## src/hw/rtl/ihb_pkg.sv

```systemverilog
package ihb_pkg;

  localparam int SampleWidth  = 16;
  localparam int TapCount     = 62;
  localparam int NumPairs     = 15;
  localparam int NumProducts  = NumPairs + 1;
  localparam int NumGroups    = 4;
  localparam int GroupSize    = NumProducts / NumGroups;
  localparam int CenterAge    = 32;
  localparam int AccWidth     = 32;
  localparam int OutShift     = 15;

  typedef logic signed [SampleWidth-1:0] sample_t;
  typedef logic signed [SampleWidth:0]   pair_t;
  typedef logic signed [AccWidth-1:0]    acc_t;
  typedef logic signed [15:0]            coef_t;

  localparam coef_t CenterWeight = 16'sd16384;

  localparam coef_t PairCoef [NumPairs] = '{
    16'sd10387, -16'sd3347, 16'sd1876, -16'sd1209, 16'sd818,
    -16'sd561,  16'sd381,   -16'sd254, 16'sd164,   -16'sd102,
    16'sd60,    -16'sd32,   16'sd16,   -16'sd6,    16'sd1
  };

  typedef struct packed {
    logic shift;
    logic ld_prod;
    logic ld_group;
    logic ld_out;
  } ctrl_t;

endpackage

```

## src/hw/rtl/ihb_ctrl.sv

```systemverilog
module ihb_ctrl (
  input  logic           clk_i,
  input  logic           rst_ni,
  input  logic           in_valid_i,
  output logic           in_ready_o,
  output logic           out_valid_o,
  input  logic           out_ready_i,
  output ihb_pkg::ctrl_t ctrl_o
);

  logic tap_vld_q, prod_vld_q, group_vld_q, out_vld_q;
  logic tap_rdy, prod_rdy, group_rdy, out_rdy;

  // each stage moves when its successor is empty or moving
  assign out_rdy   = !out_vld_q   || out_ready_i;
  assign group_rdy = !group_vld_q || out_rdy;
  assign prod_rdy  = !prod_vld_q  || group_rdy;
  assign tap_rdy   = !tap_vld_q   || prod_rdy;

  always_ff @(posedge clk_i or negedge rst_ni) begin
    if (!rst_ni) begin
      tap_vld_q   <= 1'b0;
      prod_vld_q  <= 1'b0;
      group_vld_q <= 1'b0;
      out_vld_q   <= 1'b0;
    end else begin
      if (tap_rdy)   tap_vld_q   <= in_valid_i;
      if (prod_rdy)  prod_vld_q  <= tap_vld_q;
      if (group_rdy) group_vld_q <= prod_vld_q;
      if (out_rdy)   out_vld_q   <= group_vld_q;
    end
  end

  assign ctrl_o.shift    = in_valid_i  && tap_rdy;
  assign ctrl_o.ld_prod  = tap_vld_q   && prod_rdy;
  assign ctrl_o.ld_group = prod_vld_q  && group_rdy;
  assign ctrl_o.ld_out   = group_vld_q && out_rdy;

  assign in_ready_o  = tap_rdy;
  assign out_valid_o = out_vld_q;

endmodule

```

## config.mk

```make
export PLATFORM = sky130hd
export DESIGN_NAME = ihb_ctrl
export DESIGN_NICKNAME = d
export VERILOG_FILES = /design/src/hw/rtl/ihb_pkg.sv /design/src/hw/rtl/ihb_ctrl.sv
export SDC_FILE = /design/constraint.sdc
export NUM_CORES = 1
export LEC_CHECK = 0
export ABC_CLOCK_PERIOD_IN_PS = 1000
export BUFFER_PORTS_ARGS = -buffer_cell sky130_fd_sc_hd__buf_4
export CAP_MARGIN = 5
export CELL_PAD_IN_SITES_DETAIL_PLACEMENT = 0
export CELL_PAD_IN_SITES_GLOBAL_PLACEMENT = 2
export CORE_AREA = 3 3 40 42
export CTS_CLUSTER_DIAMETER = 30
export DETAILED_ROUTE_END_ITERATION = 7
export DIE_AREA = 0 0 43 45
export GPL_TIMING_DRIVEN = 0
export PLACE_DENSITY_LB_ADDON = 0.1
export SYNTH_ARGS = -nofsm -noshare
export SYNTH_HDL_FRONTEND = slang
export SYNTH_SLANG_ARGS = --single-unit
```

## constraint.sdc

```tcl
create_clock -name clk_i -period 1 [get_ports clk_i]
set_input_delay 0.1 -clock clk_i [delete_from_list [all_inputs] [get_ports clk_i]]
set_output_delay 0.1 -clock clk_i [all_outputs]
set_load 0.01 [all_outputs]
```

# Word level (Yosys, flattened, before mapping)
# Index checks and enable logic that the tools add are counted.
# op_classes
n_mul,0
eq_ne,0
div,0
n_shift,0
reduce_logical,12
n_lt_le_gt_ge,0
bitwise_logic,0
mux,0
add_sub_neg,0
# op_table
operator,n
$logic_and A1 B1 Y1,4
$logic_not A1 Y1,4
$logic_or A1 B1 Y1,4
# word_totals
n_memories,0
elab_cells,16
input_bits,4
ramBits,0
regBits,4
latch_bits,0
output_inout_bits,6
rom_bits,0

# Longest topological paths before layout
# depth
word_depth,6
mapped_depth,2
mapped_depth_nobuf,2

# Least setup slack after synthesis
# OpenSTA, ideal clock, no wires.
# synth_timing
path_type,reg2out
start,"reg out_vld_q, in the netlist out_valid_o"
end,out ctrl_o[3] (netlist bit)
slack_ps,-29
arrival_time_ps,929
stages_incl_launch_ff,3
path_cell_list,dfrtp_1 and4b_4 a21boi_0
# synth_lines
item,line,source
start: declaration,ihb_ctrl.sv:11,"logic tap_vld_q, prod_vld_q, group_vld_q, out_vld_q;"
start signal: assignment,ihb_ctrl.sv:30,if (out_rdy) out_vld_q <= group_vld_q;
end: declaration,ihb_ctrl.sv:8,output ihb_pkg::ctrl_t ctrl_o

==> metrics <==
status=finished, violations left; violated checks=negative setup slack; drt via density=3.510; count of final hold-check violations=0; number of buffers created by CTS=3; WL per Instance=8.633 um; Total GRT Usage=0.05936; CP Launch Type=flip-flop; Final Max Tran Viols=0; Area Growth Syn to Fin=100.0%; placed cell areas=270.3 um^2; synthesized flop and latch total=4; Fin Clk Skew=3.955 ps; NumNets Final=40; global-route wire length before repair=786 um; H-tree lvl count=1; share of cells above drive strength 1=0.6471; Post-Synthesis Cells=16; post-DP HPWL=305.2 um; final WL=423 um; Clock Path Buffers=2; Setup CP Type=reg -> out; Top Layer Used=met3; Syn Std Cell Area=183.9 um^2; vias in the first global route=192; Seq/Total Area, Yosys=0.5442; Clock Latency Late Sink=230 ps; CP endpoint kind=primary output; cell area after layout=367.9 um^2; core area=1285 um^2; Tcrit/Tclk final=1.183; # IOs=10; peak fanout along the critical path=5; max-cap viol count=0; Syn Area/Cell=11.50 um^2; Distinct cells, synth=10; Post-Synthesis Net Count=20; unrepaired setup endpoints after global routing=true; Pwr per Cell Area=1534 nW/um^2; Die ar.=1935 um^2; Tmin final=1183 ps; DR WL met3=62 um; Final WS setup=-182.8 ps; Hold Startpoint=in_valid_i; Rel. slew slack=0.8898; metal2 WL=181 um; DRC violations left=0; Pre-Repair DR Iteration Count=1; initial antenna violation count=0; setup_tns=-830.2 ps; Leak=0.1748 nW; TritonCTS clock tree=yes; die height=45 um; CTS clk-pin slew, worst paths=40 ps; I/O Buffers=9; Fill cells=133; WP data arrival=1080 ps; clock sink total=4; final antenna-violating net count=0; Row Count=13; die span in x=43 um; WL met1=179 um; # setup viols final=5; Initial Util=0.1431; CTS root buffer=clkbuf_4; grt ovf=0; synth warn=0; Worst Setup SP=group_vld_q$_DFFE_PN0P_; Min-Delay Path Class=in -> reg; initial DRC count=0; via count=172; Placer Congestion=0.6030; fin util=0.2863; largest net degree at the start of global routing=6; Peak supply drop=0.5573 mV; Worst-Margin Slew=165.3 ps; pre-CTS setup slack=13.71 ps; worst reg2reg startpoint=group_vld_q$_DFFE_PN0P_; n_diodes=0; Critical Path RT=900 ps; f_max=0.8455 GHz
-- state kept, by name, indices dropped and copies added (netlist names) --
name         cells
tap_vld_q        1
out_valid_o      1
prod_vld_q       1
group_vld_q      1
-- through the flow --
step | power (mW) | hold slack [ps] | std cells
finish | 0.5645 | 48.41 | 49
global route | 0.6089 | 53.32 | 49
CTS | 0.5664 | 39.04 | 48
detailed placement | 0.3128 | -99.25 | 40
global placement | 0.3136 | -98.02 | 40
floorplan | 0.2505 | -195.6 | 16
-- report_power, final --
part | internal, mW | switching [mW]
registers | 0.179 | 0.0133
clock network | 0.134 | 0.0617
logic | 0.116 | 0.0605
total | 0.429 | 0.136
-- timing repair --
action	in CTS	in global routing
endpoints found under the hold margin	4	0
gates resized for setup	4	3
gates cloned	0	0
hold buffers	1	0
setup buffers	4	1
endpoints found under the setup margin	5	6
pin swaps	5	1
-- layout by cell type, fill, tap and decap left out --
cell type | synthesis | layout
a21boi_2 | 0 | 1
a21o_1 | 1 | 1
and2_4 | 0 | 2
and4b_4 | 1 | 1
buf_4 | 0 | 11
buf_6 | 0 | 3
clkbuf_4 | 0 | 3
dfrtp_1 | 4 | 4
dlygate4sd3_1 | 0 | 1
nand2_1 | 1 | 1
nand2b_1 | 3 | 2
nand2b_4 | 0 | 1
nand3b_1 | 1 | 1
nor2b_1 | 1 | 1
or2_1 | 1 | 1
-- worst max-delay path, cell delays in order (launching register included) --
cell     delay [ps]
dfrtp_1         380
and4b_4         230
nor2b_1         110
buf_4           130
-- routing by layer --
metal	track usage	up-vias
li1	-	89
met1	0.06341	74
met2	0.07485	9
met3	0.03187	0
met4	0.07229	0
met5	0	-
-- cell usage after synthesis --
| master | instances | area [um^2] |
|---|---|---|
| and4b_4 | 1 | 13.76 |
| nand2b_1 | 3 | 18.77 |
| dfrtp_1 | 4 | 100.1 |
| or2_1 | 1 | 6.260 |
| nand3b_1 | 1 | 7.510 |
| nor2b_1 | 1 | 6.260 |
| and2_1 | 2 | 12.51 |
| a21boi_0 | 1 | 7.510 |
| a21o_1 | 1 | 7.510 |
| nand2_1 | 1 | 3.750 |
-- cell families (layout without fill, tap and decap cells) --
logic type | Yosys count | in the layout | share of synthesized area
AO/OA/AOI/OAI | 2 | 2 | 0.08166
flip-flops | 4 | 4 | 0.5442
AND/OR/NAND/NOR | 10 | 10 | 0.3742
buffers and inverters | 0 | 18 | 0
-- final timing paths --
kind	slack, ps	cells past startpoint	end
max	-180	3	ctrl_o[2]
min	50	2	tap_vld_q$_DFFE_PN0P_
max reg2reg	70	2	prod_vld_q$_DFFE_PN0P_
min reg2reg	490	1	group_vld_q$_DFFE_PN0P_
max in group asynchronous	690	2	group_vld_q$_DFFE_PN0P_
min in group asynchronous	210	2	out_valid_o$_DFFE_PN0P_
-- layout make-up --
cell class                 instances  area [um^2]  share of cell area
timing repair buffer              15        126.4              0.3435
sequential                         4        100.1              0.2721
multi-input combinational         12        100.1              0.2721
clock buffer                       3        22.52             0.06122
tap                               15        18.77             0.05102
(Power assumes the default switching activity.)
