--- config.mk ---
export PLATFORM = sky130hd
export DESIGN_NAME = ihb_filter
export DESIGN_NICKNAME = d
export VERILOG_FILES = /design/src/hw/rtl/ihb_pkg.sv /design/src/hw/rtl/ihb_filter.sv
export SDC_FILE = /design/constraint.sdc
export NUM_CORES = 2
export LEC_CHECK = 0
export ABC_AREA = 1
export BUFFER_PORTS_ARGS = -buffer_cell sky130_fd_sc_hd__buf_2
export CAP_MARGIN = 20
export CORE_AREA = 2 2 398 400
export CTS_BUF_LIST = sky130_fd_sc_hd__clkbuf_4 sky130_fd_sc_hd__clkbuf_8 sky130_fd_sc_hd__clkbuf_16
export DETAILED_ROUTE_END_ITERATION = 10
export DIE_AREA = 0 0 400 402
export GPL_TIMING_DRIVEN = 0
export PLACE_DENSITY_LB_ADDON = 0.15
export SYNTH_ARGS = -nofsm -noshare
export SYNTH_HDL_FRONTEND = slang
export SYNTH_SLANG_ARGS = --single-unit
--- constraint.sdc ---
create_clock -name clk_i -period 15.7 [get_ports clk_i]
set_clock_uncertainty 0.05 [all_clocks]
set_input_delay 2.355 -clock clk_i [delete_from_list [all_inputs] [get_ports clk_i]]
set_output_delay 2.355 -clock clk_i [all_outputs]
set_load 0.01 [all_outputs]
--- src/hw/rtl/ihb_pkg.sv ---
package ihb_pkg;

  localparam int SampleWidth  = 16;
  localparam int TapCount     = 62;
  localparam int NumPairs     = 15;
  localparam int NumProducts  = NumPairs + 1;
  localparam int NumGroups    = 4;
  localparam int GroupSize    = NumProducts / NumGroups;
  localparam int CenterAge    = 32;
  localparam int AccWidth     = 32;
  localparam int OutShift     = 15;

  typedef logic signed [SampleWidth-1:0] sample_t;
  typedef logic signed [SampleWidth:0]   pair_t;
  typedef logic signed [AccWidth-1:0]    acc_t;
  typedef logic signed [15:0]            coef_t;

  localparam coef_t CenterWeight = 16'sd16384;

  localparam coef_t PairCoef [NumPairs] = '{
    16'sd10387, -16'sd3347, 16'sd1876, -16'sd1209, 16'sd818,
    -16'sd561,  16'sd381,   -16'sd254, 16'sd164,   -16'sd102,
    16'sd60,    -16'sd32,   16'sd16,   -16'sd6,    16'sd1
  };

  typedef struct packed {
    logic shift;
    logic ld_prod;
    logic ld_group;
    logic ld_out;
  } ctrl_t;

endpackage

--- src/hw/rtl/ihb_filter.sv ---
module ihb_filter (
  input  logic             clk_i,
  input  ihb_pkg::ctrl_t   ctrl_i,
  input  ihb_pkg::sample_t taps_i [ihb_pkg::TapCount],
  output ihb_pkg::sample_t out_o,
  output logic             wrapped_o
);

  ihb_pkg::pair_t              pair_sum [ihb_pkg::NumPairs];
  logic signed [ihb_pkg::AccWidth:0] prod_full [ihb_pkg::NumProducts];
  ihb_pkg::acc_t               prod_d   [ihb_pkg::NumProducts];
  ihb_pkg::acc_t               prod_q   [ihb_pkg::NumProducts];
  ihb_pkg::acc_t               group_d  [ihb_pkg::NumGroups];
  ihb_pkg::acc_t               group_q  [ihb_pkg::NumGroups];
  ihb_pkg::acc_t               total;
  ihb_pkg::sample_t            out_d, out_q;
  logic                        wrapped_d, wrapped_q;

  // symmetric pairs: ages 31-2k and 33+2k
  always_comb begin
    for (int k = 0; k < ihb_pkg::NumPairs; k++) begin
      pair_sum[k]  = 17'(taps_i[ihb_pkg::CenterAge - 1 - 2*k])
                   + 17'(taps_i[ihb_pkg::CenterAge + 1 + 2*k]);
      prod_full[k] = pair_sum[k] * ihb_pkg::PairCoef[k];
    end
    prod_full[ihb_pkg::NumPairs] = taps_i[ihb_pkg::CenterAge] * ihb_pkg::CenterWeight;
    for (int k = 0; k < ihb_pkg::NumProducts; k++) begin
      prod_d[k] = prod_full[k][ihb_pkg::AccWidth-1:0];
    end
  end

  always_comb begin
    for (int g = 0; g < ihb_pkg::NumGroups; g++) begin
      group_d[g] = '0;
      for (int j = 0; j < ihb_pkg::GroupSize; j++) begin
        group_d[g] = group_d[g] + prod_q[g*ihb_pkg::GroupSize + j];
      end
    end
  end

  always_comb begin
    total = '0;
    for (int g = 0; g < ihb_pkg::NumGroups; g++) begin
      total = total + group_q[g];
    end
    out_d     = total[ihb_pkg::OutShift + ihb_pkg::SampleWidth - 1:ihb_pkg::OutShift];
    wrapped_d = total[ihb_pkg::AccWidth-1] ^ total[ihb_pkg::AccWidth-2];
  end

  always_ff @(posedge clk_i) begin
    if (ctrl_i.ld_prod) begin
      prod_q <= prod_d;
    end
    if (ctrl_i.ld_group) begin
      group_q <= group_d;
    end
    if (ctrl_i.ld_out) begin
      out_q     <= out_d;
      wrapped_q <= wrapped_d;
    end
  end

  assign out_o     = out_q;
  assign wrapped_o = wrapped_q;

endmodule

Word-level counts from Yosys, hierarchy flattened
Index checks and enable logic that the tools add are counted.
{"block": "classes", "add_sub_neg": 31, "multipliers": 12, "n_div": 0, "order_cmp": 0, "n_eq_ne": 0, "n_shift": 0, "muxes": 0, "bitwise_logic": 1, "n_reduce_logical": 0}
{"op": "$add 32x32->32", "n": 12}
{"op": "$add 16x16->17", "n": 15}
{"op": "$mul 17x10->27 const B", "n": 3}
{"op": "$mul 17x7->24 const B", "n": 2}
{"op": "$add 21x32->32", "n": 1}
{"op": "$add 32x17->32", "n": 1}
{"op": "$add 32x30->32", "n": 1}
{"op": "$mul 17x15->32 const B", "n": 1}
{"op": "$mul 17x13->30 const B", "n": 1}
{"op": "$mul 17x12->29 const B", "n": 1}
{"op": "$mul 17x11->28 const B", "n": 1}
{"op": "$neg 17->27", "n": 1}
{"op": "$mul 17x8->25 const B", "n": 1}
{"op": "$mul 17x5->22 const B", "n": 1}
{"op": "$mul 17x3->20 const B", "n": 1}
{"op": "$xor 1x1->1", "n": 1}
{"block": "totals", "reg_bits": 596, "latch_bits": 0, "mem_bits_rw": 0, "rom_bits": 0, "out_inout_bits": 17, "word_cells": 66, "n_memories": 0}

Depth between registers and ports, before layout
{"block": "depth", "word_depth": 4, "depth_mapped": 35, "depth_no_buf": 35}

Least setup slack after synthesis
Ideal clock, no wire load.
{"block": "synth_timing", "path_kind": "input to register", "from": "input taps_i[416] in the netlist's numbering", "to": "register prod_q[473] in the netlist's numbering (data pin)", "arrival_time_ns": 7.814, "required_ns": 15.392, "setup_slack_ns": 7.577, "path_stages": 30, "n_path_buf": 0, "cell_sequence": "ha_1 inv_1 fa_1 inv_1 nand3_1 nand2_1 nand3_1 nand3_2 nand2_1 nand2_1 nor2_1 a21oi_2 inv_1 ha_1 inv_1 fa_1 inv_1 fa_1 fa_1 fa_1 ha_1 ha_1 nand2_1 nor2_1 inv_1 nor2_1 nand4_1 nand3_1 a21oi_1 xnor2_1"}
{"element": "start: declaration", "line_no": "ihb_filter.sv:4", "text": "input ihb_pkg::sample_t taps_i [ihb_pkg::TapCount],"}
{"element": "end signal: assignment", "line_no": "ihb_filter.sv:52", "text": "prod_q <= prod_d;"}
{"element": "end: declaration", "line_no": "ihb_filter.sv:12", "text": "ihb_pkg::acc_t prod_q [ihb_pkg::NumProducts];"}

==> results.toml <==
[synthesis]
synth_fa_ha_area_share_pct = 43.4
ys_top_cells_by_count = "sky130_fd_sc_hd__inv_1, sky130_fd_sc_hd__nand2_1, sky130_fd_sc_hd__ha_1"
synthTopCellsByArea = "sky130_fd_sc_hd__fa_1, sky130_fd_sc_hd__ha_1, sky130_fd_sc_hd__edfxtp_1, sky130_fd_sc_hd__inv_1, sky130_fd_sc_hd__nand2_1"
synth_warnings = 0
syn_inst = 8550
netlist_area_mm2 = 0.0784
count_of_flip_flops_with_a_built_in_enable_after_synthesis = 536
synth.avg_cell_area_um2 = 9.17
synth_xor_area_share_pct = 6.79
post-synth-top-area-fraction_pct = 22.6
synthesized_area_fraction_occupied_by_ao_oa_aoi_and_oai_cells_pct = 9.06
synth_top_flop_cell = "sky130_fd_sc_hd__edfxtp_1"
yosysMostFrequentCell = "sky130_fd_sc_hd__inv_1"
synth-seq-area-share_pct = 20.5
synthMuxAreaShare_pct = 0.0255
combinational_family_with_the_most_area_after_synthesis = "adder cells"
synth.lib_cells_used.distinct = 57
synth-seq-cells = 536
synth_nets = 11736
postSynth.asyncResetShare_pct = 0
synth_simple_gate_area_share_pct = 12.5
synth_area_leader_cell = "sky130_fd_sc_hd__fa_1"

[final_layout]
fill_cells = 14526
drive_gt1_share_pct = 7.65
final_core_util_pct = 54.8
num-nets-final = 12324
synthToLayoutAreaGrowth_pct = 9.76
post_layout_nonfiller_instances = 11270

[detailed_routing]
num_vias = 59610
drt_wl_total_um = 205000
post_drt_via_cell_ratio = 5.29
dr.first_iter.drc_count = 3592
drt_first_pass_iters = 6
ant_nets = 0
drcViolationCount = 0
route.detailed.wl_per_inst_um = 18.2

[clock_tree]
worst_setup_hold_path_clk_slew_ns = 0.06
buffers_from_clock_root_to_sink_at_most = 3
clock_network_latency_to_the_later_pin_of_the_worst_skew_pair_ns = 0.63
cts_setup_buffers = 0
tritoncts = "built"
cts_inserted_buffers = 66
cts-resized-gates = 0
cts_hold_buffers = 0
cts-htree-levels = 3
cts_root_buffer_type = "sky130_fd_sc_hd__clkbuf_16"
cts.sinks = 536

[critical_path]
worst_setup_path_end_kind = "register"
critical_path_peak_fanout = 5
start_kind = "primary input"
cp_data_required_time_ns = 16.05
r2r-start = "prod_q[289]"
timing_worst_setup_path_type = "primary input to register"
critical_path_origin = "taps_i[421]"
timing.critical_path.arrival_ns = 9.16

[floorplanning]
initial_utilization_pct = 49.9
die_h_um = 402
ios = 1014
die-area_mm2 = 0.161
num_rows = 146
die_x_um = 400
core_area_mm2 = 0.157

[timing]
setup-violations-final = 0
timing_hold_violations_final = 0
finalCriticalPeriod_ns = 8.81
tns_ns = 0
achievable-frequency_mhz = 113
slew-limit-headroom_pct = 36.1
final.period_utilization_pct = 56.1
slew_worst_pin_ns = 0.955
grt_setup_unrepaired = "false"
pins_over_slew_limit = 0

[global_routing]
grt_usage_pct = 25.8
grt_max_degree = 125
grt_pass1_wl_um = 327000
grt_pass1_vias = 60392
antenna_found_initial = 16
grt-ovfl-total = 0

[min_path]
tightest_hold_check_type = "register to register"
timing.hold.worst.start = "prod_q[32]"

[placed_design]
globalplace.congestion = 0.918
io_buffers = 516
place_inst = 11142
dp_hpwl_um = 179000

[outcome]
run_status = "completed"

[run]
maximum_capacitance_violations = 0
[registers in the layout, summed over array words and instances (netlist names)]
signal	cells
prod_q	392
out_o	16
group_q	127
wrapped_o	1
[path summary, 6_finish.rpt]
path | endpoint | slack, ns | cells past startpoint
hold reg to reg | group_q[0] | 0.38 | 0
setup reg to reg | group_q[94] | 11.89 | 11
hold / removal | group_q[0] | 0.38 | 0
setup / recovery | prod_q[478] | 6.89 | 25
[through the flow]
| stage | hold WS [ns] | setup WS, ns | instance area, µm² |
|---|---|---|---|
| 5_1_grt | 0.396 | 6.46 | 86000 |
| 3_3_place_gp | 0.354 | 6.23 | 83600 |
| 4_1_cts | 0.373 | 6.99 | 86000 |
| 6_report | 0.375 | 6.89 | 86000 |
| 3_5_place_dp | 0.366 | 6.39 | 83700 |
| 2_1_floorplan | 0.350 | 7.58 | 78400 |
[metal layers]
metal / vias to the layer above / track usage [%] / routed length [µm]
li1: 29315 / - / -
met1: 28763 / 37.6 / 96900
met2: 1352 / 42.3 / 94900
met3: 174 / 2.38 / 9710
met4: 6 / 4.21 / 3140
met5: - / 0 / 39
[cells in the final DEF, fill, tap and decap left out, types with 301 or more instances in the layout]
master	netlist	final
sky130_fd_sc_hd__ha_1	1304	1304
sky130_fd_sc_hd__o21ai_0	301	301
sky130_fd_sc_hd__xor2_1	398	398
sky130_fd_sc_hd__inv_1	1594	1594
sky130_fd_sc_hd__buf_2	3	517
sky130_fd_sc_hd__a21oi_1	640	640
sky130_fd_sc_hd__fa_1	885	885
sky130_fd_sc_hd__nor2_1	458	458
sky130_fd_sc_hd__edfxtp_1	536	536
sky130_fd_sc_hd__nand3_1	331	331
sky130_fd_sc_hd__nand2_1	1329	1329
[kinds of logic (layout without fill, tap and decap cells)]
family	after synthesis	count (layout)
flops	536	536
fa+ha+maj	2189	2189
compound gates	1265	1265
xor+xnor	597	597
buf+inv	1608	2248
simple gates	2352	2352
mux	2	2
other cells	1	9
[area by class of cell]
class | count | area [µm²] | share of cell area [%]
Multi-Input combinational cell | 6406 | 56300 | 65.4
Tap cell | 2072 | 2590 | 3.01
Antenna cell | 8 | 20.0 | 0.0233
Buffer | 9 | 37.5 | 0.0436
Clock inverter | 46 | 566 | 0.657
Clock buffer | 74 | 1760 | 2.05
Timing Repair Buffer | 520 | 2710 | 3.15
Inverter | 1599 | 6000 | 6.98
Sequential cell | 536 | 16100 | 18.7
[critical path, stage by stage]
cell                       delay [ns]
sky130_fd_sc_hd__buf_2           0.10
sky130_fd_sc_hd__ha_1            0.39
sky130_fd_sc_hd__a21oi_1         0.23
sky130_fd_sc_hd__o21ai_1         0.12
sky130_fd_sc_hd__a21oi_1         0.30
sky130_fd_sc_hd__o21ai_1         0.12
sky130_fd_sc_hd__xnor2_1         0.65
sky130_fd_sc_hd__inv_2           0.14
sky130_fd_sc_hd__ha_1            0.37
sky130_fd_sc_hd__inv_1           0.07
sky130_fd_sc_hd__fa_1            0.52
sky130_fd_sc_hd__fa_1            0.52
sky130_fd_sc_hd__inv_1           0.06
sky130_fd_sc_hd__fa_1            0.57
sky130_fd_sc_hd__fa_1            0.43
sky130_fd_sc_hd__ha_1            0.30
sky130_fd_sc_hd__ha_1            0.34
sky130_fd_sc_hd__a21oi_1         0.19
sky130_fd_sc_hd__a21boi_0        0.52
sky130_fd_sc_hd__o21bai_1        0.23
sky130_fd_sc_hd__nand3_1         0.11
sky130_fd_sc_hd__nand2_1         0.09
sky130_fd_sc_hd__nand2_1         0.07
sky130_fd_sc_hd__nand2_1         0.05
sky130_fd_sc_hd__xor2_1          0.29
Power is left out: the tool's default activity adds up to more than one toggle a clock period on the data nets, which glitch-free logic cannot reach.
