<file path="config.mk">
export PLATFORM = sky130hd
export DESIGN_NAME = ihb_tap_line
export DESIGN_NICKNAME = d
export VERILOG_FILES = /design/src/hw/rtl/ihb_pkg.sv /design/src/hw/rtl/ihb_tap_line.sv
export SDC_FILE = /design/constraint.sdc
export NUM_CORES = 1
export LEC_CHECK = 0
export BUFFER_PORTS_ARGS = -buffer_cell sky130_fd_sc_hd__buf_2
export CAP_MARGIN = 20
export CORE_AREA = 2 2 388 390
export DETAILED_ROUTE_END_ITERATION = 16
export DIE_AREA = 0 0 390 392
export PLACE_DENSITY = 0.41
export SYNTH_ARGS = -nofsm -noshare
export SYNTH_HDL_FRONTEND = slang
export SYNTH_SLANG_ARGS = --single-unit
</file>
<file path="constraint.sdc">
create_clock -name clk_i -period 1 [get_ports clk_i]
set_clock_uncertainty 0.1 [all_clocks]
set_input_delay 0.05 -clock clk_i [delete_from_list [all_inputs] [get_ports clk_i]]
set_output_delay 0.05 -clock clk_i [all_outputs]
set_load 0.02 [all_outputs]
</file>
<file path="src/hw/rtl/ihb_pkg.sv">
package ihb_pkg;

  localparam int SampleWidth  = 16;
  localparam int TapCount     = 62;
  localparam int NumPairs     = 15;
  localparam int NumProducts  = NumPairs + 1;
  localparam int NumGroups    = 4;
  localparam int GroupSize    = NumProducts / NumGroups;
  localparam int CenterAge    = 32;
  localparam int AccWidth     = 32;
  localparam int OutShift     = 15;

  typedef logic signed [SampleWidth-1:0] sample_t;
  typedef logic signed [SampleWidth:0]   pair_t;
  typedef logic signed [AccWidth-1:0]    acc_t;
  typedef logic signed [15:0]            coef_t;

  localparam coef_t CenterWeight = 16'sd16384;

  localparam coef_t PairCoef [NumPairs] = '{
    16'sd10387, -16'sd3347, 16'sd1876, -16'sd1209, 16'sd818,
    -16'sd561,  16'sd381,   -16'sd254, 16'sd164,   -16'sd102,
    16'sd60,    -16'sd32,   16'sd16,   -16'sd6,    16'sd1
  };

  typedef struct packed {
    logic shift;
    logic ld_prod;
    logic ld_group;
    logic ld_out;
  } ctrl_t;

endpackage

</file>
<file path="src/hw/rtl/ihb_tap_line.sv">
module ihb_tap_line (
  input  logic             clk_i,
  input  logic             rst_ni,
  input  logic             shift_i,
  input  ihb_pkg::sample_t sample_i,
  output ihb_pkg::sample_t taps_o [ihb_pkg::TapCount]
);

  ihb_pkg::sample_t taps_q [ihb_pkg::TapCount];

  always_ff @(posedge clk_i or negedge rst_ni) begin
    if (!rst_ni) begin
      for (int k = 0; k < ihb_pkg::TapCount; k++) begin
        taps_q[k] <= '0;
      end
    end else if (shift_i) begin
      taps_q[0] <= sample_i;
      for (int k = 1; k < ihb_pkg::TapCount; k++) begin
        taps_q[k] <= taps_q[k-1];
      end
    end
  end

  assign taps_o = taps_q;

endmodule

</file>
# After elaboration in Yosys (flattened, before gate mapping)
# Cells that the tools add are included.
# Widths: inputs -> output; s select.
[word_totals] reg_bits=992 in_bits=19 out_inout_bits=992 wordCells=62

# Logic depth before layout (Yosys ltp)
# Gate-level depths: netlist of the first run.
[depth] depth_word=0 ltp_mapped=4 depth_no_buf=1

# Worst setup path after synthesis of the first run
# Ideal clock, no wire load.
[synth_timing] path_type="input to register" startpoint="in shift_i" endpoint="reg taps_q (netlist bit taps_o[100])" setup_time_ps=125 t_arrival_ps=807 required_time_ps=775 path_slack_ps=-32 stages=4 n_path_buf=3 cell_sequence="buf_6 > buf_6 > buf_6 > mux2_2"
[synth_lines] item="from (decl)" line_no="ihb_tap_line.sv:4" rtl="input logic shift_i,"
[synth_lines] item="to (signal, indexed assignment)" line_no="ihb_tap_line.sv:19" rtl="taps_q[k] <= taps_q[k-1];"
[synth_lines] item="to (decl)" line_no="ihb_tap_line.sv:9" rtl="ihb_pkg::sample_t taps_q [ihb_pkg::TapCount];"
# No word-level cell between the ends.

# Worst setup path in the final report of the first run
[layout_timing] startpoint="reg taps_q (netlist bit taps_o[351])" endpoint="out taps_o[351] (netlist bit)"
[layout_lines] item="to (decl)" line_no="ihb_tap_line.sv:6" rtl="output ihb_pkg::sample_t taps_o [ihb_pkg::TapCount]"
# No word-level cell between the ends.

==> summary.txt, run 1 <==
Outcome
  • Status: complete, but fails checks
  • Failing checks: negative hold slack, negative setup slack

Floorplanning
  • Initial Utilization: 25.0%
  • Chip Height: 392 um
  • IO Pins: 1011
  • Die W: 390 um
  • Core box area: 0.149 mm^2
  • Rows: 142
  • Die area: 0.153 mm^2

Detailed routing
  • DR WL/cell: 22.3 um
  • Initial DRC Count: 862
  • Drt drc: 0
  • Iteration count of the initial detailed-routing pass: 4
  • Routed wire length: 141000 um
  • Drt via density: 4.17
  • Routed Antenna Nets: 0
  • DR vias: 26.3k

Synthesis
  • Avg Cell Area, Syn: 17.7 um^2
  • Mapped Area: 0.0372 mm^2
  • Netlist cell types: 4
  • Ys Warns: 0
  • XOR/XNOR share of the synthesized area: 0%
  • Post-Syn Nets: 2113
  • Mux contribution to synthesized area: 30.1%
  • Synth Area in Adders: 0%
  • Synth Area in Compound Gates: 0%
  • Synth Area in Simple Gates: 0%
  • Mapped Cells: 2094
  • Seq cells post-synth: 992
  • Largest family of logic cells by synthesized area: multiplexers
  • Sequential area share after synthesis: 66.8%

Pwr
  • Leakage power: 0.0324 uW
  • Max rail drop VDD: 1.86 mV
  • PwrDens: 2480 mW/mm^2

GRT
  • Largest net degree at the start of global routing: 54
  • Global Route Usage Sum: 17.9%
  • Total gr overflow: 0
  • Vias in the first global route: 28.6k
  • Initial antenna violation count: 5
  • First-pass GRT wire length: 203000 um

Finish
  • Share of cells above drive strength 1: 77.4%
  • # fillers: 13.9k
  • Layout net count: 4287
  • Final Non-Filler Cells: 6305
  • P&R area growth vs syn: 71.7%
  • Commonest non-fill, non-tap cell in the layout: buf_6
  • Largest register FFs: 992
  • Most frequent cells in the layout: buf_6 (1041), buf_4 (990), mux2_2 (981)

Critical path
  • Crit path kind: flop to output port
  • Reg-to-reg slack, setup: -290 ps
  • R2r worst-path depth: 4
  • CP arrival: 1550 ps
  • RR Endpoint: taps_o[287]
  • CP max FO: 2
  • Worst r2r src: taps_o[287]
  • Crit path capture type: output port
  • WP data required: 850 ps
  • Critical Path Source Type: flop

Hold path
  • Worst min path class: input port to flop
  • Hold endpoint: taps_o[920]
  • Worst hold path stage count: 3
  • Hold Path Origin: shift_i

Timing
  • Finish-stage setup viols: 1744
  • Setup ws final: -702 ps
  • Final Hold Fails: 185
  • Min cycle time layout: 1700 ps
  • Worst hold slack: -209 ps
  • Setup tns final: -472780 ps
  • Final period util: 170%
  • RSZ-0062 raised after global routing: yes
  • Max Fclk: 588 MHz
  • Worst slew pin tran: 462 ps
  • Slew Viols, Final: 0
  • Max_slew headroom: 69.2%

CTS
  • H-tree levels: 3
  • TritonCTS Buffers: 114
  • CTS tree: built
  • Worst-path clk slew: 60 ps
  • CTS sink count: 992
  • Root buf cell: clkbuf_16
  • Longest Clk Path Bufs: 3
  • Worst-Skew Late Latency: 750 ps

Placement
  • Hpwl dp: 98900 um
  • PortBufs: 1010
  • GPL Wtd Cong: 0.775
  • DP Cell Count: 5148

Run
  • Max-capacitance violation count: 0
where the power goes:
group	switching, uW	total [uW]	internal [uW]
clock	17900	44200	26300
sequential	7680	56100	48500
combinational	25900	57700	31800
total	51500	158000	107000
synth_stat cells:
cell     instances  area share [%]
buf_2           12            0.16
buf_6           98             3.0
dfrtp_1        992              67
mux2_2         992              30
layout make-up:
class                   instances  area [um^2]  area share (%)
diodes                          1         2.50         0.00392
clock buffers                 166         3410            5.35
clock inverters                42          612           0.959
multi-input cells             992        11200            17.6
flip-flops and latches        992        24900            39.0
well taps                    1944         2430            3.81
repair buffers               2168        21200            33.3
through the flow:
stage               hold slack [ps]  total power [uW]  area, um^2  setup slack, ps  utilization [%]
global route                   -249            165000       63800             -800             42.8
finish                         -209            158000       63800             -702             42.8
detailed placement              187             91200       46000             -341             30.9
floorplan                      -346             72900       37200            -6.72                -
global placement                182             91100       46000             -332             30.9
CTS                            -203            158000       62600             -811             42.1
critical path, cell delays in order (launching register included):
cell,delay (ps)
dfrtp_1,400
buf_12,150
buf_12,120
buf_8,120
worst max-delay path by stage:
stage          slack, ps     endpoint  cells after the start   startpoint
2_1_floorplan         -7  taps_o[100]                      4      shift_i
3_3_place_gp        -330  taps_o[345]                      5      shift_i
3_5_place_dp        -340  taps_o[370]                      5      shift_i
4_1_cts             -810  taps_o[351]                      3  taps_o[351]
5_1_grt             -800  taps_o[351]                      3  taps_o[351]
6_report            -700  taps_o[351]                      3  taps_o[351]
cells by family (layout without fill, tap and decap cells):
kind of cell,count (synthesis),count (layout)
flops,992,992
mux,992,992
buf+inv,110,2376
other cells,0,1
what timing repair did:
action                                   CTS  global route
gates resized for setup                 2088            34
buffers inserted                         777           140
endpoints found under the setup margin  1012          1917
hold buffers                              38             3
endpoints found under the hold margin   1594           374
layer usage:
| metal | track usage, % | vias up | part of all wire [%] |
|---|---|---|---|
| met5 | 0 | - | 0.0093 |
| met4 | 4.13 | 2 | 2.1 |
| met1 | 20.7 | 13600 | 39 |
| met2 | 31.6 | 722 | 51 |
| met3 | 6.39 | 177 | 7.9 |
| li1 | - | 11900 | - |
(Power assumes the default switching activity.)
==> run 2, diff against run 1 <==
--- a/config.mk
+++ b/config.mk
@@ -8,9 +8,11 @@
 export BUFFER_PORTS_ARGS = -buffer_cell sky130_fd_sc_hd__buf_2
 export CAP_MARGIN = 20
 export CORE_AREA = 2 2 388 390
+export CTS_CLUSTER_DIAMETER = 60
 export DETAILED_ROUTE_END_ITERATION = 16
 export DIE_AREA = 0 0 390 392
 export PLACE_DENSITY = 0.41
+export REMOVE_ABC_BUFFERS = 1
 export SYNTH_ARGS = -nofsm -noshare
 export SYNTH_HDL_FRONTEND = slang
 export SYNTH_SLANG_ARGS = --single-unit
==> run 2 against run 1 <==
Compared with the run above: the flow still finishes with violations (negative hold slack, negative setup slack); clock-buffer cell count is 9 higher; sequential cell count stayed put; via count is 2.3% lower; sequential share of layout area is 0.33 points lower; setup slack better by 120 ps; routed wire length is 10% lower; power is 0.72% higher; final area is 0.70% higher; worst hold slack better by 93 ps; die area stayed put; critical endpoint is now taps_o[431].
==> summary.txt, run 2 (synthesis results as in run 1) <==
Outcome
  • Status: complete, but fails checks
  • Failing checks: negative hold slack, negative setup slack

CTS
  • Worst-path clk slew: 60 ps
  • TritonCTS Buffers: 119
  • CTS tree: built
  • CTS sink count: 992
  • Longest Clk Path Bufs: 3
  • H-tree levels: 3
  • Root buf cell: clkbuf_16
  • Worst-Skew Late Latency: 710 ps

Floorplanning
  • IO Pins: 1011
  • Rows: 142
  • Chip Height: 392 um
  • Die area: 0.153 mm^2
  • Initial Utilization: 25.0%
  • Core box area: 0.149 mm^2
  • Die W: 390 um

Detailed routing
  • Routed wire length: 126000 um
  • Iteration count of the initial detailed-routing pass: 6
  • DR WL/cell: 20.4 um
  • DR vias: 25.7k
  • Initial DRC Count: 774
  • Drt via density: 4.14
  • Drt drc: 0
  • Routed Antenna Nets: 0

Hold path
  • Worst min path class: input port to flop

GRT
  • Largest net degree at the start of global routing: 71
  • Grt met3 use: 5.40%
  • Global Route Usage Sum: 15.9%
  • Initial antenna violation count: 2
  • Met2 usage: 28.2%
  • Gr busiest metal: met2
  • First-pass GRT wire length: 184000 um
  • Total gr overflow: 0
  • Vias in the first global route: 27.2k
  • Met1 Usage GRT: 17.7%

Timing
  • RSZ-0062 raised after global routing: yes
  • Final period util: 158%
  • Max Fclk: 633 MHz
  • Final Hold Fails: 125
  • Min cycle time layout: 1580 ps
  • Setup ws final: -579 ps
  • Worst slew pin tran: 661 ps
  • Slew Viols, Final: 0
  • Worst hold slack: -116 ps
  • Max_slew headroom: 56.0%
  • Finish-stage setup viols: 1463

Pwr
  • Leakage power: 0.0324 uW
  • Max rail drop VDD: 1.75 mV
  • Pint: 109000 uW
  • Sw Share: 31.7%
  • PwrDens: 2480 mW/mm^2
  • Sequential cell fraction of total power: 35.1%
  • Comb pwr share: 36.6%
  • Clock power share: 28.3%
  • Psw: 50500 uW

Finish
  • Most frequent cells in the layout: buf_6 (1273), dfrtp_1 (957), mux2_2 (900)
  • Commonest non-fill, non-tap cell in the layout: buf_6
  • Share of cells above drive strength 1: 76.1%
  • Layout net count: 4183
  • P&R area growth vs syn: 72.9%
  • Largest register FFs: 992

Critical path
  • WP data required: 850 ps
  • Critical Path Source Type: flop
  • Crit path capture type: output port
  • CP max FO: 2
  • Crit path kind: flop to output port
  • CP arrival: 1430 ps

Placement
  • GPL Wtd Cong: 0.762
  • Hpwl dp: 88500 um
  • Dpl ws: -459 ps
  • PortBufs: 1010

Run
  • Max-capacitance violation count: 0
## run 2: final cells by class
| cell class | count | area (um^2) |
|---|---|---|
| Fill cell | 13800 | 84600 |
| Sequential cell | 992 | 24900 |
| Timing Repair Buffer | 2059 | 21300 |
| Multi-Input combinational cell | 992 | 11500 |
| Clock buffer | 175 | 3490 |
| Tap cell | 1944 | 2430 |
| Clock inverter | 44 | 624 |
| Antenna cell | 1 | 2.50 |
## run 2: metal layers
metal,vias up,share of wire (%)
li1,11600,-
met1,13200,37
met2,675,52
met3,194,7.1
met4,0,3.8
met5,-,0
## run 2: what timing repair did
item	CTS	global route
hold buffers	36	1
resized for setup	2031	370
setup buffers	733	169
endpoints found under the setup margin	995	1893
hold endpoints to repair	1172	196
## run 2: per-stage QoR
stage                     cells  total power (uW)  TNS [ps]  utilization (%)  instance area, um^2
after floorplan            1984             71900         0                -                36000
after CTS                  6087            157000   -495960             41.6                62000
after global placement     5102             90400   -346630             30.7                45700
final                      6207            159000   -422750             43.1                64200
after detailed placement   5102             90500   -371500             30.7                45700
after global routing       6206            166000   -527570             43.1                64200
## run 2: critical path, stage by stage, from the launching register on
cell	delay [ps]
dfrtp_1	410
buf_12	150
buf_8	130
## run 2: worst paths after layout
kind | startpoint | end | slack [ps] | cells after the start
max | taps_o[431] | taps_o[431] | -580 | 2
min | shift_i | taps_o[684] | -120 | 3
max reg2reg | taps_o[672] | taps_o[672] | -130 | 3
min reg2reg | taps_o[13] | taps_o[13] | 430 | 1
max in group asynchronous | rst_ni | taps_o[842] | -20 | 5
min in group asynchronous | rst_ni | taps_o[848] | -110 | 3
## run 2: power by group through the flow
stage	Combinational (uW)	Clock, uW	Sequential (uW)
4_1_cts	55200	46500	55500
5_1_grt	61200	48300	56900
6_report	58200	45000	55900
3_5_place_dp	34700	0	55800
2_1_floorplan	7870	0	64000
3_3_place_gp	34700	0	55700
==> run 3, diff against run 2 <==
==> constraint.sdc (replaced) <==
create_clock -name clk_i -period 1.6 [get_ports clk_i]
set_clock_uncertainty 0.1 [all_clocks]
set_input_delay 0.08 -clock clk_i [delete_from_list [all_inputs] [get_ports clk_i]]
set_output_delay 0.08 -clock clk_i [all_outputs]
set_load 0.02 [all_outputs]
==> run 3 against run 2 <==
Compared with the run above: worst hold slack improved by 280 ps; sequential share of layout area increased by 11 points; sequential cell count unchanged; final area decreased by 22%; largest power group is now registers; global-route usage decreased by 1.2 points; the run ends with negative setup slack left; highest routed layer unchanged.
==> summary.txt, run 3 (synthesis results as in run 1) <==
Finish
  • Cell area after layout: 0.0503 mm^2
  • Final core utilization: 33.8%
  • Share of cells above drive strength 1: 70.2%
  • Most frequent cells in the layout: mux2_2 (992), dfrtp_1 (956), buf_2 (940)
  • Largest register FFs: 992
  • # fillers: 14.9k
  • Commonest non-fill, non-tap cell in the layout: mux2_2
  • Layout net count: 3350
  • Final Non-Filler Cells: 5376
  • P&R area growth vs syn: 35.5%

Floorplanning
  • Chip Height: 392 um
  • Initial Utilization: 25.0%
  • Die area: 0.153 mm^2
  • Rows: 142
  • IO Pins: 1011
  • Core box area: 0.149 mm^2
  • Die W: 390 um

GRT
  • Vias in the first global route: 23.2k
  • First-pass GRT wire length: 167000 um
  • Total gr overflow: 0
  • Largest net degree at the start of global routing: 47
  • Global Route Usage Sum: 14.7%
  • Initial antenna violation count: 2

Run
  • Max-capacitance violation count: 0

Pwr
  • Psw: 28300 uW
  • Total power draw: 83700 uW
  • Sw Share: 33.8%
  • Pint: 55400 uW
  • Sequential cell fraction of total power: 41.0%
  • Comb pwr share: 26.4%
  • Max rail drop VDD: 0.975 mV
  • Leakage power: 0.0264 uW
  • PwrDens: 1660 mW/mm^2
  • Clock power share: 32.6%

CTS
  • Root buf cell: clkbuf_16
  • Longest Clk Path Bufs: 3
  • CTS sink count: 992
  • CTS tree: built
  • TritonCTS Buffers: 116
  • Worst-path clk slew: 60 ps
  • H-tree levels: 3
  • Worst-Skew Late Latency: 710 ps

Critical path
  • WP data required: 2090 ps
  • CP most frequent cell: dlygate4sd3_1
  • R2r worst-path depth: 2
  • Critical Path Slowest Stage Cell: dlygate4sd3_1
  • Top Family by Delay on Critical Path: buffers and inverters
  • Crit path kind: input port to flop
  • Crit-path cells: dlygate4sd3_1, buf_2, dlygate4sd3_1, mux2_2, dlygate4sd3_1
  • Worst stage delay on the critical path: 570 ps
  • CP max FO: 1
  • CP Buf/Inv Count: 4
  • Crit path capture type: flop
  • CP arrival: 2090 ps
  • RR Endpoint: taps_o[991]
  • Reg-to-reg slack, setup: 120 ps
  • Worst r2r src: taps_o[991]
  • Critical Path Source Type: input port

Placement
  • Hpwl dp: 88000 um
  • DP Cell Count: 5067
  • Area after DPL: 0.0452 mm^2
  • GPL Wtd Cong: 0.767
  • PortBufs: 1010

Timing
  • Min cycle time layout: 1610 ps
  • RSZ-0062 raised after global routing: yes
  • Setup ws final: -9.55 ps
  • Finish-stage setup viols: 2
  • Max Fclk: 621 MHz
  • Slew Viols, Final: 0
  • Final Hold Fails: 0
  • Final period util: 101%
  • Worst slew pin tran: 644 ps
  • Max_slew headroom: 57.1%

Hold path
  • Worst min path class: input port to asynchronous set/reset pin

Detailed routing
  • Iteration count of the initial detailed-routing pass: 4
  • DR vias: 22.5k
  • DR WL/cell: 21.7 um
  • Drt via density: 4.18
  • Routed wire length: 117000 um
  • Routed Antenna Nets: 0
  • Drt drc: 0
  • Initial DRC Count: 753

Outcome
  • Failing checks: negative setup slack
  • Status: complete, but fails checks
[run 3: timing repair]
item | 4_1_cts | 5_1_grt
gates cloned | 0 | 2
buffers inserted | 44 | 2
gates resized for setup | 113 | 12
endpoints found under the setup margin | 83 | 21
hold buffers | 42 | 0
endpoints found under the hold margin | 1200 | 0
[run 3: per-layer routing]
| metal | part of all wire [%] | track usage, % | up-vias |
|---|---|---|---|
| li1 | - | - | 9973 |
| met1 | 38 | 16.7 | 11700 |
| met2 | 51 | 25.4 | 629 |
| met3 | 7.2 | 5.01 | 183 |
| met4 | 3.8 | 5.62 | 0 |
| met5 | 0 | 0 | - |
[run 3: worst max path at each step]
| stage | start | to | slack [ps] | cells past startpoint |
|---|---|---|---|---|
| floorplan | taps_o[16] | taps_o[0] | 660 | 1 |
| global placement | shift_i | taps_o[104] | 130 | 4 |
| detailed placement | shift_i | taps_o[332] | 130 | 4 |
| CTS | taps_o[431] | taps_o[431] | -100 | 1 |
| global route | taps_o[431] | taps_o[431] | -90 | 1 |
| finish | sample_i[15] | taps_o[991] | -10 | 5 |
[run 3: tightest hold or removal path, stage by stage]
cell	delay, ps
dlygate4sd3_1	570
buf_8	430
buf_12	220
[run 3: power groups by stage]
stage / Clock (uW) / Sequential [uW] / Combinational, uW
after CTS: 28300 / 34400 / 22600
final: 27300 / 34300 / 22100
after detailed placement: 0 / 34900 / 21500
after global placement: 0 / 34800 / 21500
after global routing: 29300 / 35200 / 23300
after floorplan: 0 / 40000 / 4920
[run 3: final cells by class]
type | count | area [um^2] | area share (%)
Multi-Input combinational cell | 992 | 11200 | 22.2
Tap cell | 1944 | 2430 | 4.83
Antenna cell | 3 | 7.51 | 0.0149
Timing Repair Buffer | 1229 | 7850 | 15.6
Clock buffer | 178 | 3560 | 7.07
Sequential cell | 992 | 24900 | 49.4
Clock inverter | 38 | 455 | 0.905
[run 3: per-stage QoR]
stage,setup WS (ps),hold slack [ps],TNS (ps)
after detailed placement,130,62.4,0
after global placement,132,65.6,0
after global routing,-91.6,160,-102
after floorplan,662,-316,0
after CTS,-103,155,-133
final,-9.55,164,-12.1
